==> src/sparse_column_builder_core_defines.svh <==
// Assertion macros for the sparse column builder.
// Used by the RTL files that carry assertions; no other dependencies.
`ifndef SPARSE_COLUMN_BUILDER_CORE_DEFINES_SVH
`define SPARSE_COLUMN_BUILDER_CORE_DEFINES_SVH
`ifndef NO_ASSERTIONS
`define SCB_ASSERT(lbl, prop, msg) \
  lbl: assert property (@(posedge clk_i) disable iff (!rst_ni) prop) else $error(msg);
`define SCB_ASSERT_NEXT(lbl, pre, post, msg) \
  lbl: assert property (@(posedge clk_i) disable iff (!rst_ni) pre |=> post) else $error(msg);
`else
`define SCB_ASSERT(lbl, prop, msg)
`define SCB_ASSERT_NEXT(lbl, pre, post, msg)
`endif
`endif

==> src/scb_pkg.sv <==
// Shared constants, types and arithmetic helpers of the sparse column builder.
// No dependencies.
package scb_pkg;

  localparam int unsigned MAX_ENTRIES = 1024;
  localparam int unsigned MAX_COLUMNS = 64;
  localparam int unsigned MAX_ROWS    = 1024;

  localparam int unsigned VAL_W  = 32;
  localparam int unsigned ROW_W  = 10;
  localparam int unsigned CSEL_W = 6;
  localparam int unsigned ESEL_W = 10;
  localparam int unsigned CNT_W  = 11;
  localparam int unsigned NCOL_W = 7;
  localparam int unsigned THR_W  = 16;

  localparam int unsigned EC_W   = $clog2(MAX_ENTRIES + 1);
  localparam int unsigned ADDR_W = $clog2(MAX_ENTRIES);
  localparam int unsigned CO_W   = $clog2(MAX_COLUMNS + 2);
  localparam int unsigned CS_AW  = $clog2(MAX_COLUMNS + 1);

  localparam logic [1:0] MODE_PUSH  = 2'd0;
  localparam logic [1:0] MODE_OPEN  = 2'd1;
  localparam logic [1:0] MODE_READ  = 2'd2;
  localparam logic [1:0] MODE_CLEAR = 2'd3;

  localparam logic [1:0] STAT_OK     = 2'd0;
  localparam logic [1:0] STAT_FULL   = 2'd1;
  localparam logic [1:0] STAT_NOCOL  = 2'd2;
  localparam logic [1:0] STAT_BADIDX = 2'd3;

  localparam logic CFG_NUM_COLUMNS    = 1'b0;
  localparam logic CFG_ZERO_THRESHOLD = 1'b1;

  typedef struct packed {
    logic [1:0]        mode;
    logic [ROW_W-1:0]  row;
    logic [VAL_W-1:0]  value;
    logic [CSEL_W-1:0] csel;
    logic [ESEL_W-1:0] esel;
  } item_t;

  typedef struct packed {
    logic [1:0]       status;
    logic [VAL_W-1:0] value;
    logic [ROW_W-1:0] row;
    logic [CNT_W-1:0] count;
    logic [CNT_W-1:0] total;
  } result_t;

  typedef struct packed {
    logic              we;
    logic [ADDR_W-1:0] addr;
    logic [VAL_W-1:0]  value;
    logic [ROW_W-1:0]  row;
  } ent_wr_t;

  typedef struct packed {
    logic             we;
    logic [CS_AW-1:0] addr;
    logic [EC_W-1:0]  start;
  } cs_wr_t;

  // Q16.16 add, saturating to the signed 32-bit range
  function automatic logic [VAL_W-1:0] sat_add(logic [VAL_W-1:0] a, logic [VAL_W-1:0] b);
    logic [VAL_W:0] s;
    s = {a[VAL_W-1], a} + {b[VAL_W-1], b};
    if (s[VAL_W] != s[VAL_W-1]) begin
      return s[VAL_W] ? {1'b1, {(VAL_W-1){1'b0}}} : {1'b0, {(VAL_W-1){1'b1}}};
    end
    return s[VAL_W-1:0];
  endfunction

  // |v| < thr, magnitude taken one bit wider so the most negative value works
  function automatic logic mag_below(logic [VAL_W-1:0] v, logic [THR_W-1:0] thr);
    logic [VAL_W:0] m;
    m = v[VAL_W-1] ? ((VAL_W+1)'(0) - {1'b1, v}) : {1'b0, v};
    return m < {{(VAL_W+1-THR_W){1'b0}}, thr};
  endfunction

endpackage

==> src/scb_ctrl.sv <==
// Sequencer of the sparse column builder: decodes items, scans and shifts the
// entry stores one slot per cycle, holds counters, config and the result register.
// Depends on scb_pkg and sparse_column_builder_core_defines.svh.
`include "sparse_column_builder_core_defines.svh"

module scb_ctrl (
  input  logic                          clk_i,
  input  logic                          rst_ni,
  input  logic                          cfg_valid_i,
  input  logic                          cfg_index_i,
  input  logic [scb_pkg::THR_W-1:0]     cfg_data_i,
  input  logic                          item_valid_i,
  output logic                          item_ready_o,
  input  scb_pkg::item_t                item_i,
  output logic                          res_valid_o,
  input  logic                          res_ready_i,
  output scb_pkg::result_t              res_o,
  output logic [scb_pkg::ADDR_W-1:0]    ent_raddr_o,
  input  logic [scb_pkg::VAL_W-1:0]     ent_rd_value_i,
  input  logic [scb_pkg::ROW_W-1:0]     ent_rd_row_i,
  output scb_pkg::ent_wr_t              ent_wr_o,
  output logic [scb_pkg::CS_AW-1:0]     cs_raddr_o,
  input  logic [scb_pkg::EC_W-1:0]      cs_rd_i,
  output scb_pkg::cs_wr_t               cs_wr_o
);

  localparam int unsigned EcW = scb_pkg::EC_W;
  localparam int unsigned CoW = scb_pkg::CO_W;
  localparam int unsigned AdW = scb_pkg::ADDR_W;

  localparam logic [3:0] S_IDLE = 4'd0;
  localparam logic [3:0] S_LAST = 4'd1;
  localparam logic [3:0] S_SCAN = 4'd2;
  localparam logic [3:0] S_ACC  = 4'd3;
  localparam logic [3:0] S_SHUP = 4'd4;
  localparam logic [3:0] S_INS  = 4'd5;
  localparam logic [3:0] S_SHDN = 4'd6;
  localparam logic [3:0] S_R1   = 4'd7;
  localparam logic [3:0] S_R2   = 4'd8;
  localparam logic [3:0] S_RC   = 4'd9;
  localparam logic [3:0] S_R3   = 4'd10;
  localparam logic [3:0] S_FIN  = 4'd11;

  logic [3:0]                   state_q, state_d;
  logic [EcW-1:0]               ec_q, ec_d;
  logic [CoW-1:0]               co_q, co_d;
  logic [EcW-1:0]               open_start_q, open_start_d;
  logic [scb_pkg::NCOL_W-1:0]   ncol_q;
  logic [scb_pkg::THR_W-1:0]    thr_q;
  scb_pkg::item_t               it_q, it_d;
  logic [EcW-1:0]               idx_q, idx_d;
  logic [EcW-1:0]               pos_q, pos_d;
  logic [scb_pkg::VAL_W-1:0]    sum_q, sum_d;
  logic [EcW-1:0]               b_q, b_d;
  logic [EcW-1:0]               e_q, e_d;
  scb_pkg::result_t             acc_q, acc_d;
  scb_pkg::result_t             res_q, res_d;
  logic                         res_valid_q, res_valid_d;

  logic [CoW-1:0]               lim;
  logic [EcW-1:0]               cnt;
  logic                         accept;
  logic                         store_full;

  assign lim = (ncol_q > scb_pkg::NCOL_W'(scb_pkg::MAX_COLUMNS)) ?
               CoW'(scb_pkg::MAX_COLUMNS) : CoW'(ncol_q);
  assign cnt = (e_q > b_q) ? (e_q - b_q) : '0;
  assign store_full = (32'(ec_q) >= scb_pkg::MAX_ENTRIES);

  assign item_ready_o = (state_q == S_IDLE);
  assign accept       = item_valid_i && item_ready_o;
  assign res_valid_o  = res_valid_q;
  assign res_o        = res_q;

  always_comb begin
    state_d      = state_q;
    ec_d         = ec_q;
    co_d         = co_q;
    open_start_d = open_start_q;
    it_d         = it_q;
    idx_d        = idx_q;
    pos_d        = pos_q;
    sum_d        = sum_q;
    b_d          = b_q;
    e_d          = e_q;
    acc_d        = acc_q;
    res_d        = res_q;
    res_valid_d  = res_valid_q && !res_ready_i;
    ent_raddr_o  = '0;
    ent_wr_o     = '0;
    cs_raddr_o   = '0;
    cs_wr_o      = '0;

    unique case (state_q)
      S_IDLE: begin
        if (accept) begin
          it_d    = item_i;
          acc_d   = '0;
          state_d = S_FIN;
          unique case (item_i.mode)
            scb_pkg::MODE_CLEAR: begin
              ec_d = '0;
              co_d = '0;
            end
            scb_pkg::MODE_OPEN: begin
              if ({1'b0, co_q} >= ({1'b0, lim} + 1'b1)) begin
                acc_d.status = scb_pkg::STAT_NOCOL;
              end else begin
                cs_wr_o.we    = 1'b1;
                cs_wr_o.addr  = co_q[scb_pkg::CS_AW-1:0];
                cs_wr_o.start = ec_q;
                open_start_d  = ec_q;
                co_d          = co_q + 1'b1;
              end
            end
            scb_pkg::MODE_PUSH: begin
              if (co_q == '0 || co_q > lim) begin
                acc_d.status = scb_pkg::STAT_NOCOL;
              end else if (32'(item_i.row) >= scb_pkg::MAX_ROWS) begin
                acc_d.status = scb_pkg::STAT_BADIDX;
              end else if (open_start_q >= ec_q) begin
                // empty open column: plain append
                if (store_full) begin
                  acc_d.status = scb_pkg::STAT_FULL;
                end else begin
                  ent_wr_o = '{we: 1'b1, addr: ec_q[AdW-1:0],
                               value: item_i.value, row: item_i.row};
                  ec_d     = ec_q + 1'b1;
                end
              end else begin
                ent_raddr_o = AdW'(ec_q - 1'b1);
                state_d     = S_LAST;
              end
            end
            scb_pkg::MODE_READ: begin
              if (CoW'(item_i.csel) >= co_q || CoW'(item_i.csel) >= lim) begin
                acc_d.status = scb_pkg::STAT_BADIDX;
              end else begin
                cs_raddr_o = scb_pkg::CS_AW'(item_i.csel);
                state_d    = S_R1;
              end
            end
            default: ;
          endcase
        end
      end
      S_LAST: begin
        if (ent_rd_row_i < it_q.row) begin
          state_d = S_FIN;
          if (store_full) begin
            acc_d.status = scb_pkg::STAT_FULL;
          end else begin
            ent_wr_o = '{we: 1'b1, addr: ec_q[AdW-1:0],
                         value: it_q.value, row: it_q.row};
            ec_d     = ec_q + 1'b1;
          end
        end else begin
          ent_raddr_o = open_start_q[AdW-1:0];
          idx_d       = open_start_q;
          state_d     = S_SCAN;
        end
      end
      S_SCAN: begin
        if (ent_rd_row_i > it_q.row) begin
          if (store_full) begin
            acc_d.status = scb_pkg::STAT_FULL;
            state_d      = S_FIN;
          end else begin
            pos_d       = idx_q;
            idx_d       = ec_q - 1'b1;
            ent_raddr_o = AdW'(ec_q - 1'b1);
            state_d     = S_SHUP;
          end
        end else if (ent_rd_row_i == it_q.row) begin
          sum_d   = scb_pkg::sat_add(ent_rd_value_i, it_q.value);
          pos_d   = idx_q;
          state_d = S_ACC;
        end else begin
          idx_d       = idx_q + 1'b1;
          ent_raddr_o = AdW'(idx_q + 1'b1);
        end
      end
      S_SHUP: begin
        ent_wr_o = '{we: 1'b1, addr: AdW'(idx_q + 1'b1),
                     value: ent_rd_value_i, row: ent_rd_row_i};
        if (idx_q == pos_q) begin
          state_d = S_INS;
        end else begin
          idx_d       = idx_q - 1'b1;
          ent_raddr_o = AdW'(idx_q - 1'b1);
        end
      end
      S_INS: begin
        ent_wr_o = '{we: 1'b1, addr: pos_q[AdW-1:0], value: it_q.value, row: it_q.row};
        ec_d     = ec_q + 1'b1;
        state_d  = S_FIN;
      end
      S_ACC: begin
        if (scb_pkg::mag_below(sum_q, thr_q)) begin
          if (pos_q == ec_q - 1'b1) begin
            ec_d    = ec_q - 1'b1;
            state_d = S_FIN;
          end else begin
            idx_d       = pos_q;
            ent_raddr_o = AdW'(pos_q + 1'b1);
            state_d     = S_SHDN;
          end
        end else begin
          ent_wr_o = '{we: 1'b1, addr: pos_q[AdW-1:0], value: sum_q, row: it_q.row};
          state_d  = S_FIN;
        end
      end
      S_SHDN: begin
        ent_wr_o = '{we: 1'b1, addr: idx_q[AdW-1:0],
                     value: ent_rd_value_i, row: ent_rd_row_i};
        if (idx_q + 1'b1 == ec_q - 1'b1) begin
          ec_d    = ec_q - 1'b1;
          state_d = S_FIN;
        end else begin
          idx_d       = idx_q + 1'b1;
          ent_raddr_o = AdW'(idx_q + 2'd2);
        end
      end
      S_R1: begin
        b_d = cs_rd_i;
        if ((CoW'(it_q.csel) + 1'b1) < co_q) begin
          cs_raddr_o = scb_pkg::CS_AW'(CoW'(it_q.csel) + 1'b1);
          state_d    = S_R2;
        end else begin
          e_d     = ec_q;
          state_d = S_RC;
        end
      end
      S_R2: begin
        e_d     = cs_rd_i;
        state_d = S_RC;
      end
      S_RC: begin
        acc_d.count = scb_pkg::CNT_W'(cnt);
        if (EcW'(it_q.esel) >= cnt) begin
          acc_d.status = scb_pkg::STAT_BADIDX;
          state_d      = S_FIN;
        end else begin
          ent_raddr_o = AdW'(b_q + EcW'(it_q.esel));
          state_d     = S_R3;
        end
      end
      S_R3: begin
        acc_d.value = ent_rd_value_i;
        acc_d.row   = ent_rd_row_i;
        state_d     = S_FIN;
      end
      S_FIN: begin
        if (!res_valid_q || res_ready_i) begin
          res_d       = acc_q;
          res_d.total = scb_pkg::CNT_W'(ec_q);
          res_valid_d = 1'b1;
          state_d     = S_IDLE;
        end
      end
      default: state_d = S_IDLE;
    endcase
  end

  always_ff @(posedge clk_i or negedge rst_ni) begin
    if (!rst_ni) begin
      state_q      <= S_IDLE;
      ec_q         <= '0;
      co_q         <= '0;
      open_start_q <= '0;
      res_valid_q  <= 1'b0;
      ncol_q       <= scb_pkg::NCOL_W'(scb_pkg::MAX_COLUMNS);
      thr_q        <= scb_pkg::THR_W'(1);
    end else begin
      state_q      <= state_d;
      ec_q         <= ec_d;
      co_q         <= co_d;
      open_start_q <= open_start_d;
      res_valid_q  <= res_valid_d;
      if (cfg_valid_i) begin
        unique case (cfg_index_i)
          scb_pkg::CFG_NUM_COLUMNS:    ncol_q <= cfg_data_i[scb_pkg::NCOL_W-1:0];
          scb_pkg::CFG_ZERO_THRESHOLD: thr_q  <= cfg_data_i;
          default: ;
        endcase
      end
    end
  end

  always_ff @(posedge clk_i) begin
    it_q  <= it_d;
    idx_q <= idx_d;
    pos_q <= pos_d;
    sum_q <= sum_d;
    b_q   <= b_d;
    e_q   <= e_d;
    acc_q <= acc_d;
    res_q <= res_d;
  end

  `SCB_ASSERT(a_ec_bound, (32'(ec_q) <= scb_pkg::MAX_ENTRIES), "entry count past store depth")
  `SCB_ASSERT(a_co_bound, (32'(co_q) <= scb_pkg::MAX_COLUMNS + 1), "too many column starts")
  `SCB_ASSERT_NEXT(a_clear, (accept && item_i.mode == scb_pkg::MODE_CLEAR), (ec_q == '0 && co_q == '0), "clear did not empty store")
  `SCB_ASSERT_NEXT(a_fin_out, (state_q == S_FIN && (!res_valid_q || res_ready_i)), (res_valid_q && state_q == S_IDLE), "finished item not presented")

endmodule

==> config.mk <==
export PLATFORM = sky130hd
export DESIGN_NAME = scb_ctrl
export DESIGN_NICKNAME = d
export VERILOG_FILES = /design/src/scb_pkg.sv /design/src/scb_ctrl.sv
export VERILOG_INCLUDE_DIRS = /design/src /design/src/src
export SDC_FILE = /design/constraint.sdc
export NUM_CORES = 1
export LEC_CHECK = 0
export BUFFER_PORTS_ARGS = -buffer_cell sky130_fd_sc_hd__buf_2
export CORE_ASPECT_RATIO = 2
export CORE_MARGIN = 1
export CORE_UTILIZATION = 53
export DETAILED_ROUTE_END_ITERATION = 10
export GPL_TIMING_DRIVEN = 0
export PLACE_DENSITY = 0.78
export SYNTH_ARGS = -nofsm -noshare
export SYNTH_HDL_FRONTEND = slang
export SYNTH_SLANG_ARGS = --single-unit
==> constraint.sdc <==
create_clock -name clk_i -period 4.5 [get_ports clk_i]
set_input_delay 0.45 -clock clk_i [delete_from_list [all_inputs] [get_ports clk_i]]
set_output_delay 0.45 -clock clk_i [all_outputs]
set_load 0.01 [all_outputs]
### Word-level counts from Yosys, hierarchy flattened

Cells that the tools add are included.
W data, S select, Z words.

| storage, ports and cells | value |
|---|---|
| bits in registers | 312 |
| word-level logic and storage cells | 230 |

| operators by class | value |
|---|---|
| equal/unequal tests | 41 |
| reduce and logical (&&, ||, !) cells | 34 |
| add/sub/neg operators | 13 |
| bitwise gates (word level) | 3 |
| $lt $le $gt $ge | 13 |
| muxes and demuxes | 101 |

Operators with widths:

| kind | number |
|---|---|
| $mux W53 | 8 |
| $pmux W53 S6 | 1 |
| $mux W11 | 21 |
| $mux W10 | 13 |
| $pmux W11 S5 | 2 |
| $mux W32 | 3 |
| $pmux W42 S2 | 1 |
| $mux W19 | 4 |
| $pmux W10 S7 | 1 |
| $mux W66 | 1 |
| $pmux W11 S2 | 3 |
| $mux W4 | 13 |
| $pmux W4 S11 | 1 |
| $add A32 B32 Y33 | 1 |
| $eq A11 B11 Y1 | 3 |
| $lt A33 B16 Y1 | 1 |
| $mux W33 | 1 |
| $sub A1 B33 Y33 const A | 1 |
| $ne A2 B2 Y1 const B | 15 |
| $pmux W7 S2 | 2 |
| $add A11 B1 Y11 const B | 2 |
| $sub A11 B1 Y11 const B | 2 |
| $mux W7 | 3 |
| $mux W6 | 3 |
| 51 further kinds | 99 |

### Longest topological paths before layout

Gate-level depths: netlist (run 1).

| depth | value |
|---|---|
| depth in word-level cells | 8 |
| gate-level depth with buffers | 20 |
| mapped depth without buffers | 18 |

### Least setup slack after synthesis (run 1)

Ideal clock, no wire load.

| timing | value |
|---|---|
| path type | register to output |
| start point | reg state_q[2] |
| end point | out cs_wr_o[11] (netlist name) |
| data required time | 4.050 ns |
| cell stages (with the launch flop) | 10 |
| slack | -0.098 ns |
| arrival | 4.148 ns |
| path through | dfrtp_1 > clkbuf_1 > or2_2 > nor2_1 > nand2_1 > inv_1 > nand2_1 > a2111oi_0 > clkbuf_1 > and2_1 |

RTL lines:

| what | RTL line | source |
|---|---|---|
| from (decl) | scb_ctrl.sv:44 | `logic [3:0] state_q, state_d;` |
| from (signal assigned) | scb_ctrl.sv:275 | `state_q <= state_d;` |
| to (decl) | scb_ctrl.sv:24 | `output scb_pkg::cs_wr_t cs_wr_o` |

==> results of run 1 <==
logic make-up after synthesis:
group / count (synthesis) / share of synthesized area
fa+ha+maj: 160 / 0.0963
xor+xnor: 142 / 0.0610
compound gates: 547 / 0.191
mux: 51 / 0.0273
flops: 312 / 0.438
buf+inv: 214 / 0.0391
simple gates: 615 / 0.148
critical path: stages (launching register included):
cell      delay, ps
edfxtp_1        420
inv_2           100
ha_4            130
or4b_4          510
or4_4           470
nand2_4         100
xnor2_2          60
ha_1            320
a21o_1          170
a21o_1          180
a21oi_2         110
nor2_1           50
nor4_1          250
and4b_2         320
a31oi_4         130
buf_6           170
or2_4           260
a221o_1         330
buf_6           140
cell usage after synthesis (all sizes together) (15+ instances only):
library cell  count  area share
a21o             44       0.016
nand2           146       0.026
o211ai           21      0.0076
dfrtp            55       0.066
nor2            146       0.026
o21a             15      0.0054
and2             33       0.010
nor2b            19      0.0057
a31oi            19      0.0065
edfxtp          255        0.37
and3             65       0.020
xnor2            99       0.042
ha              146       0.088
mux2             38       0.021
xor2             42       0.018
nor3             44       0.011
a22o             34       0.014
a221o            58       0.028
nand3            58       0.014
a21oi           107       0.026
inv             100       0.018
o21ai            90       0.022
nand4            16      0.0048
clkbuf           98       0.018
nor4             20      0.0060
nand2b           20      0.0060
power breakdown:
group | switching [mW] | internal, mW | leakage, nW
Sequential | 0.524 | 4.12 | 3.07
Combinational | 5.66 | 3.17 | 7.10
Clock | 1.25 | 1.55 | 0.518
path summary, 6_finish.rpt:
kind	startpoint	to	slack, ps	cells past startpoint
worst max-delay path	sum_q[1]	ent_wr_o[4]	-780	18
worst min-delay path	item_i[8]	it_q[8]	20	1
worst max register to register	sum_q[1]	ec_q[2]	-380	21
worst min register to register	acc_q[25]	res_o[25]	410	0
max in group asynchronous	rst_ni	ec_q[0]	3390	2
min in group asynchronous	rst_ni	ncol_q[2]	510	2
through the flow:
stage / hold WS, ps / cells / setup TNS [ps] / area, sq um / util
after global routing: 20.8 / 2981 / -54310 / 25700 / 0.664
after global placement: 400 / 2852 / -307270 / 22900 / 0.591
after CTS: 10.4 / 2970 / -39410 / 25300 / 0.655
final: 23.3 / 2986 / -46690 / 25700 / 0.664
after detailed placement: 405 / 2858 / -123180 / 23000 / 0.594
after floorplan: 154 / 2041 / 0 / 20700 / -
layout by cell type (no fill, tap or decap), drive strengths merged, types with 58 or more instances in the layout:
| cell | instances |
|---|---|
| inv | 103 |
| o21ai | 90 |
| nand3 | 58 |
| buf | 370 |
| nand2 | 146 |
| nor2 | 146 |
| and3 | 66 |
| a21oi | 107 |
| edfxtp | 255 |
| xnor2 | 99 |
| ha | 146 |
| a221o | 58 |
| clkbuf | 133 |
metal layers:
metal	global-route usage	wire length, um
met1	0.393	26700
met3	0.125	7070
met5	0	27
met4	0.501	11300
met2	0.812	46200
area by class of cell:
cell class / instances / area (sq um) / share of cell area
clock buffers: 34 / 776 / 0.0302
repair buffers: 364 / 2330 / 0.0908
inverters: 105 / 410 / 0.0160
repair inverters: 1 / 5.00 / 0.000195
clock inverters: 21 / 279 / 0.0109
plain buffers: 106 / 578 / 0.0225
diodes: 6 / 15.0 / 0.000585
multi-input cells: 1517 / 11500 / 0.450
well taps: 520 / 651 / 0.0253
flip-flops and latches: 312 / 9090 / 0.354
registers in the layout (all words and copies together) (netlist names):
register,cells
acc_q,55
b_q,11
co_q,7
e_q,11
ec_q,11
idx_q,11
it_q,58
ncol_q,7
open_start_q,11
pos_q,11
res_o,66
res_valid_o,1
state_q,4
sum_q,32
thr_q,16
what timing repair did:
action                                  in CTS  in global routing
gates cloned                                 8                  1
pin swaps                                   71                 32
endpoints found under the setup margin     156                137
buffers inserted                            49                 11
gates resized for setup                    191                 53
hold buffers                                 1                  0
hold endpoints to repair                    55                  0
==> results.py, run 1 <==
metrics = {
    "detailed_routing": {
        "wire_per_inst_um": 30.6,
        "drc": 0,
        "first_pass_iters": 6,
        "ant_nets": 0,
        "vias": 19900,
        "routed_wirelength_um": 91300,
        "routed_via_density": 6.65,
        "drt_iter0_drc": 1596,
    },
    "timing": {
        "period_share": 1.17,
        "fmax_mhz": 189,
        "slew_headroom": 0.0925,
        "finalSetupViolations": 78,
        "finClkSkew_ps": 17.6,
        "fin_crit_ps": 5280,
        "setup_slack_ps": -781,
        "timing.final.max_slew_violations": 0,
        "worstMarginPinSlew_ps": 1360,
        "hold_viol": 0,
        "rsz0062_at_grt": "yes",
    },
    "floorplan": {
        "die_h_um": 282,
        "num_rows": 102,
        "fp.dieArea_sq_um": 40000,
        "initial_core_util": 0.536,
        "boundaryPins": 292,
        "die_w_um": 142,
        "core_area_sq_um": 38700,
    },
    "cts": {
        "cts_made_buffers": 30,
        "clockRootBuffer": "clkbuf_16",
        "cts_max_path_buffers": 3,
        "cts_tree": "done",
        "htree_levels": 1,
        "cts_num_sinks": 312,
        "clk_latency_ps": 600,
        "clkTransAtPathRegs_ps": 70,
    },
    "worst_setup_path": {
        "worstPathArrival_ps": 4830,
        "cp_max_fo": 6,
        "end_kind": "output pin",
        "start_kind": "register",
        "worstSetupPathType": "reg2out",
        "cp.required_ps": 4050,
    },
    "synth": {
        "yosysUniqueCellTypes": 84,
        "synthesis.area_sq_um": 20700,
        "synth-seq-cells": 312,
        "ys_seq_area_frac": 0.438,
        "ys_warn_count": 0,
        "async_reset_ff_frac": 0.183,
        "syn_inst": 2041,
        "synthFlopType": "edfxtp_1",
        "synth_edf_count": 255,
        "syn_avg_cell_area_sq_um": 10.2,
        "synth_nets": 2325,
    },
    "final_layout": {
        "layout-drive-gt1-share": 0.243,
        "final_nets": 2721,
        "area_growth_pct": 23.8,
        "fillers": 3021,
    },
    "placed_design": {
        "hpwl_um": 67100,
        "place_ws_ps": -2050,
        "place_congestion": 1.02,
        "numPortBuffers": 291,
    },
    "power_and_ir_drop": {
        "ir_worst_vdd_uv": 430,
        "total_leakage_power_nw": 10.7,
        "p_total_mw": 16.3,
        "p_per_area_nw_per_um2": 634,
    },
    "hold_path": {
        "hold_class": "in2reg",
    },
    "grt": {
        "track_usage": 0.460,
        "grt_pass1_vias": 20600,
        "overflow": 0,
        "grt_max_degree": 58,
        "antenna_found_initial": 7,
        "grt_pass1_wl_um": 131000,
    },
    "status": {
        "violations": "negative setup slack",
        "outcome": "complete, but fails checks",
    },
    "run": {
        "drv_cap": 0,
    },
}
Power figures use the tool's default switching activity.
==> run 2, diff against run 1 <==
--- a/config.mk
+++ b/config.mk
@@ -7,12 +7,14 @@
 export NUM_CORES = 1
 export LEC_CHECK = 0
 export BUFFER_PORTS_ARGS = -buffer_cell sky130_fd_sc_hd__buf_2
+export CELL_PAD_IN_SITES_DETAIL_PLACEMENT = 1
+export CELL_PAD_IN_SITES_GLOBAL_PLACEMENT = 1
 export CORE_ASPECT_RATIO = 2
 export CORE_MARGIN = 1
-export CORE_UTILIZATION = 53
+export CORE_UTILIZATION = 41
 export DETAILED_ROUTE_END_ITERATION = 10
 export GPL_TIMING_DRIVEN = 0
-export PLACE_DENSITY = 0.78
+export PLACE_DENSITY_LB_ADDON = 0.1
 export SYNTH_ARGS = -nofsm -noshare
 export SYNTH_HDL_FRONTEND = slang
 export SYNTH_SLANG_ARGS = --single-unit
==> results.py, run 2 (synthesized netlist as in run 1, its figures left out) <==
metrics = {
    "status": {
        "outcome": "complete, but fails checks",
        "violations": "negative hold slack, negative setup slack",
    },
    "power_and_ir_drop": {
        "p_per_area_nw_per_um2": 636,
        "ir_worst_vdd_uv": 370,
        "total_leakage_power_nw": 10.6,
    },
    "worst_setup_path": {
        "ff2ff_setup_slack_ps": -190,
        "slowest_stage": "or4b_4",
        "path_cells": "inv_2 -> ha_4 -> or4b_4 -> or4_4 -> nand2_4 -> xnor2_2 -> ha_1 -> a21o_1 -> a21o_1 -> a21oi_2 -> nor2_1 -> nor4_1 -> and4b_2 -> a31oi_4 -> buf_12 -> or2_4 -> a221o_1 -> buf_2",
        "cp_max_fo": 6,
        "worstSetupPathType": "reg2out",
        "critPathTopFamily": "simple AND/OR/NAND/NOR gates",
        "path_buf_inv": 3,
        "end_kind": "output pin",
        "start_kind": "register",
        "cpMostUsedCell": "a21o_1",
        "cp_slowest_stage_delay_ps": 520,
        "worstPathArrival_ps": 4780,
        "cp.required_ps": 4050,
    },
    "grt": {
        "grt_max_degree": 58,
        "track_usage": 0.366,
        "overflow": 0,
        "grt_pass1_wl_um": 136000,
        "grt_pass1_vias": 21000,
        "antenna_found_initial": 6,
    },
    "floorplan": {
        "core_area_sq_um": 49900,
        "die_w_um": 161,
        "boundaryPins": 292,
        "fp.dieArea_sq_um": 51600,
        "initial_core_util": 0.416,
        "num_rows": 116,
        "die_h_um": 320,
    },
    "final_layout": {
        "post-route-util": 0.514,
        "largest_reg_flops": 66,
        "finalInstanceArea_sq_um": 25600,
        "fillers": 5647,
        "final_nets": 2707,
        "final_common_cell": "buf_2",
        "area_growth_pct": 23.6,
        "layout-drive-gt1-share": 0.233,
        "layout_common_cells": "288 x buf_2, 255 x edfxtp_1, 144 x ha_1",
    },
    "timing": {
        "finClkSkew_ps": 22.5,
        "fmax_mhz": 191,
        "finalHoldWorstSlack_ps": -28.9,
        "slew_headroom": 0.0232,
        "period_share": 1.16,
        "hold_viol": 6,
        "totalNegativeSetupSlack_ps": -42880,
        "worstMarginPinSlew_ps": 1460,
        "timing.final.max_slew_violations": 0,
        "rsz0062_at_grt": "yes",
        "finalSetupViolations": 82,
        "fin_crit_ps": 5230,
        "setup_slack_ps": -727,
    },
    "cts": {
        "hold_buffers": 0,
        "clk_latency_ps": 560,
        "clockRootBuffer": "clkbuf_16",
        "htree_levels": 2,
        "cts_tree": "done",
        "clkTransAtPathRegs_ps": 70,
        "cts_made_buffers": 34,
        "cts_max_path_buffers": 3,
        "cts_num_sinks": 312,
    },
    "detailed_routing": {
        "vias": 19300,
        "met1Wirelength_um": 28800,
        "dr_wl_met3_um": 4860,
        "first_pass_iters": 8,
        "wire_per_inst_um": 30.6,
        "drt_iter0_drc": 1107,
        "top_layer_used": "met5",
        "ant_nets": 0,
        "drc": 0,
        "dr_wl_met2_um": 52200,
        "routed_via_density": 6.23,
        "routed_wirelength_um": 95000,
    },
    "placed_design": {
        "hpwl_um": 73700,
        "place_congestion": 1.01,
        "dpl-instance-area_sq_um": 23200,
        "numPortBuffers": 291,
    },
    "run": {
        "drv_cap": 0,
    },
    "hold_path": {
        "hold_class": "in2async",
    },
}
-- run 2: changes by cell type in the layout (fill, tap and decap cells not counted), moves of 5 or more --
cell	change
buf_2	+6
clkbuf_2	-5
buf_4	-10
buf_6	-12
-- run 2: per-stage QoR --
step	cells	worst slack (ps)	power, mW
floorplan	2041	32.7	8.93
global placement	2981	-2780	11.9
detailed placement	2987	-1930	12.1
CTS	3088	-805	16.0
global route	3100	-876	16.9
finish	3100	-727	16.3
-- run 2: layout make-up --
class / count / area [sq um] / area share
tap: 649 / 812 / 0.0317
clock buffer: 44 / 951 / 0.0371
clock inverter: 17 / 209 / 0.00815
antenna: 3 / 7.51 / 0.000293
buffer: 105 / 591 / 0.0230
multi-input combinational: 1518 / 11500 / 0.447
inverter: 105 / 409 / 0.0160
timing repair buffer: 347 / 2120 / 0.0828
sequential: 312 / 9090 / 0.354
-- run 2: report_power, final --
| group | internal (mW) | switching (mW) |
|---|---|---|
| Combinational | 3.08 | 5.50 |
| Sequential | 4.12 | 0.572 |
| Clock | 1.74 | 1.29 |
| Total | 8.94 | 7.37 |
-- run 2: worst paths after layout --
check,to,from,cells after the start
worst max-delay path,ent_wr_o[2],sum_q[1],18
worst min-delay path,thr_q[7],rst_ni,1
worst max register to register,ec_q[2],sum_q[1],20
worst min register to register,res_o[35],acc_q[35],0
max in group asynchronous,ec_q[2],rst_ni,1
min in group clk_i,it_q[8],item_i[8],1
-- run 2: what timing repair did --
item	in CTS	in global routing
gates resized for setup	153	50
cloned	7	0
pin swaps	72	13
setup buffers	34	12
endpoints found under the setup margin	158	126
-- run 2: routing by layer --
layer,global-route usage,up-vias
li1,-,8498
met1,0.317,9610
met2,0.715,837
met3,0.0614,364
met4,0.302,6
met5,0,-
==> run 3, diff against run 2 <==
--- a/config.mk
+++ b/config.mk
@@ -6,13 +6,13 @@
 export SDC_FILE = /design/constraint.sdc
 export NUM_CORES = 1
 export LEC_CHECK = 0
-export BUFFER_PORTS_ARGS = -buffer_cell sky130_fd_sc_hd__buf_2
 export CELL_PAD_IN_SITES_DETAIL_PLACEMENT = 1
 export CELL_PAD_IN_SITES_GLOBAL_PLACEMENT = 1
 export CORE_ASPECT_RATIO = 2
 export CORE_MARGIN = 1
-export CORE_UTILIZATION = 41
+export CORE_UTILIZATION = 46
 export DETAILED_ROUTE_END_ITERATION = 10
+export DONT_BUFFER_PORTS = 1
 export GPL_TIMING_DRIVEN = 0
 export PLACE_DENSITY_LB_ADDON = 0.1
 export SYNTH_ARGS = -nofsm -noshare
==> results.py, run 3 (synthesized netlist as in run 1, its figures left out) <==
metrics = {
    "status": {
        "outcome": "complete, but fails checks",
        "violations": "design-rule violations, negative setup slack",
    },
    "grt": {
        "overflow": 0,
        "grt_pass1_wl_um": 132000,
        "grt_max_degree": 58,
        "grt_pass1_vias": 20400,
        "antenna_found_initial": 4,
        "track_usage": 0.394,
    },
    "detailed_routing": {
        "drt_iter0_drc": 1266,
        "drc": 34,
        "first_pass_iters": 10,
        "routed_via_density": 6.69,
        "ant_nets": 0,
        "routed_wirelength_um": 91900,
        "vias": 18600,
        "wire_per_inst_um": 33.0,
    },
    "floorplan": {
        "boundaryPins": 292,
        "die_h_um": 302,
        "initial_core_util": 0.468,
        "fp.dieArea_sq_um": 46000,
        "num_rows": 109,
        "die_w_um": 152,
        "core_area_sq_um": 44300,
    },
    "final_layout": {
        "seq_area_sq_um": 9090,
        "fillers": 4797,
        "final_common_cell": "edfxtp_1",
        "finalInstanceArea_sq_um": 24700,
        "largest_reg_flops": 66,
        "final_nets": 2485,
        "multiInputGateArea_sq_um": 11500,
        "layout_common_cells": "255 x edfxtp_1, 144 x ha_1, 138 x nor2_1",
        "layout-drive-gt1-share": 0.124,
        "area_growth_pct": 19.1,
    },
    "placed_design": {
        "hpwl_um": 69200,
        "place_congestion": 1.01,
        "dpl-instance-area_sq_um": 21600,
        "numPortBuffers": 0,
    },
    "worst_setup_path": {
        "cp-startpoint": "sum_q[0]",
        "cp.required_ps": 4050,
        "reg2regPathDepth": 19,
        "worstSetupPathType": "reg2out",
        "cp_slowest_stage_delay_ps": 560,
        "path_cells": "inv_2 -> ha_4 -> or4b_4 -> or4_4 -> nand2_2 -> xnor2_1 -> ha_1 -> a21o_1 -> a21o_1 -> a21oi_2 -> nor2_2 -> nor4_1 -> and4b_2 -> a31oi_4 -> buf_6 -> or2_4 -> a221o_1",
        "start_kind": "register",
        "end_kind": "output pin",
        "r2r_end": "ec_q[0]",
        "cpMostUsedCell": "a21o_1",
        "cp_max_fo": 5,
        "r2r_start": "sum_q[0]",
        "slowest_stage": "or4_4",
        "ff2ff_setup_slack_ps": -170,
        "endpoint": "ent_wr_o[1]",
        "worstPathArrival_ps": 4870,
    },
    "timing": {
        "timing.final.max_slew_violations": 0,
        "hold_viol": 0,
        "setup_slack_ps": -818,
        "fin_crit_ps": 5320,
        "totalNegativeSetupSlack_ps": -45160,
        "finalSetupViolations": 77,
        "slew_headroom": 0.140,
        "fmax_mhz": 188,
        "rsz0062_at_grt": "yes",
        "period_share": 1.18,
        "worstMarginPinSlew_ps": 1290,
        "finClkSkew_ps": 12.6,
    },
    "power_and_ir_drop": {
        "p_int_mw": 8.57,
        "seqPwrFrac": 0.306,
        "combPwrFrac": 0.499,
        "p_sw_mw": 7.16,
        "ir_worst_vdd_uv": 385,
        "swShare": 0.455,
        "power_frac_clock": 0.195,
        "p_per_area_nw_per_um2": 636,
        "total_leakage_power_nw": 9.64,
    },
    "hold_path": {
        "hold_class": "in2reg",
        "min_path_cells": 2,
    },
    "cts": {
        "cts_tree": "done",
        "clk_latency_ps": 630,
        "clockRootBuffer": "clkbuf_16",
        "cts_made_buffers": 31,
        "htree_levels": 1,
        "cts_max_path_buffers": 3,
        "cts_num_sinks": 312,
        "clkTransAtPathRegs_ps": 70,
    },
    "run": {
        "drv_cap": 0,
    },
}
-- run 3: timing repair --
item	4_1_cts	5_1_grt
hold buffers	87	0
buffers inserted	27	9
pin swaps	71	14
hold endpoints to repair	151	0
endpoints found under the setup margin	151	127
gates cloned	2	2
resized for setup	135	60
-- run 3: layout make-up --
| type | instances | area share |
|---|---|---|
| clock buffer | 35 | 0.0320 |
| tap | 555 | 0.0281 |
| timing repair buffer | 129 | 0.0523 |
| inverter | 105 | 0.0164 |
| buffer | 104 | 0.0233 |
| multi-input combinational | 1518 | 0.465 |
| clock inverter | 23 | 0.0145 |
| antenna | 6 | 0.000608 |
| sequential | 312 | 0.368 |
-- run 3: per-layer routing --
| metal | share of wire | global-route usage | up-vias |
|---|---|---|---|
| met4 | 0.11 | 0.387 | 2 |
| li1 | - | - | 8064 |
| met1 | 0.30 | 0.340 | 9274 |
| met5 | 0.00012 | 0 | - |
| met3 | 0.062 | 0.0764 | 404 |
| met2 | 0.53 | 0.747 | 894 |
-- run 3: critical path, delay by kind of cell, from the launching register on --
kind | cells | cell delay, ps
AND/OR/NAND/NOR | 7 | 2030
AO/OA/AOI/OAI | 5 | 1030
adder cells (fa/ha/maj) | 2 | 450
flip-flops | 1 | 430
buffers and inverters | 2 | 260
XOR/XNOR | 1 | 60
-- run 3: how the worst min path moves through the flow --
| stage | startpoint | end | slack, ps |
|---|---|---|---|
| after detailed placement | rst_ni | thr_q[7] | 160 |
| final | cs_rd_i[5] | e_q[5] | 30 |
| after CTS | cs_rd_i[8] | e_q[8] | 0.7 |
| after floorplan | rst_ni | co_q[0] | 150 |
| after global routing | cs_rd_i[9] | e_q[9] | 30 |
| after global placement | rst_ni | ncol_q[2] | 160 |
-- run 3: per-stage QoR --
step	hold slack, ps	power [mW]	utilization	setup WS [ps]	std cells
2_1_floorplan	154	8.93	-	32.7	2041
3_3_place_gp	156	11.4	0.484	-2710	2596
3_5_place_dp	156	11.6	0.487	-1670	2601
4_1_cts	0.671	15.3	0.550	-848	2774
5_1_grt	27.1	16.2	0.557	-1030	2784
6_report	26.5	15.7	0.557	-818	2787
-- run 3: power groups by stage --
stage	clock [mW]	combinational, mW	sequential (mW)
after floorplan	0	4.41	4.52
after global placement	0	6.57	4.81
after detailed placement	0	6.82	4.78
after CTS	3.09	7.49	4.73
after global routing	3.16	8.19	4.83
final	3.07	7.85	4.80
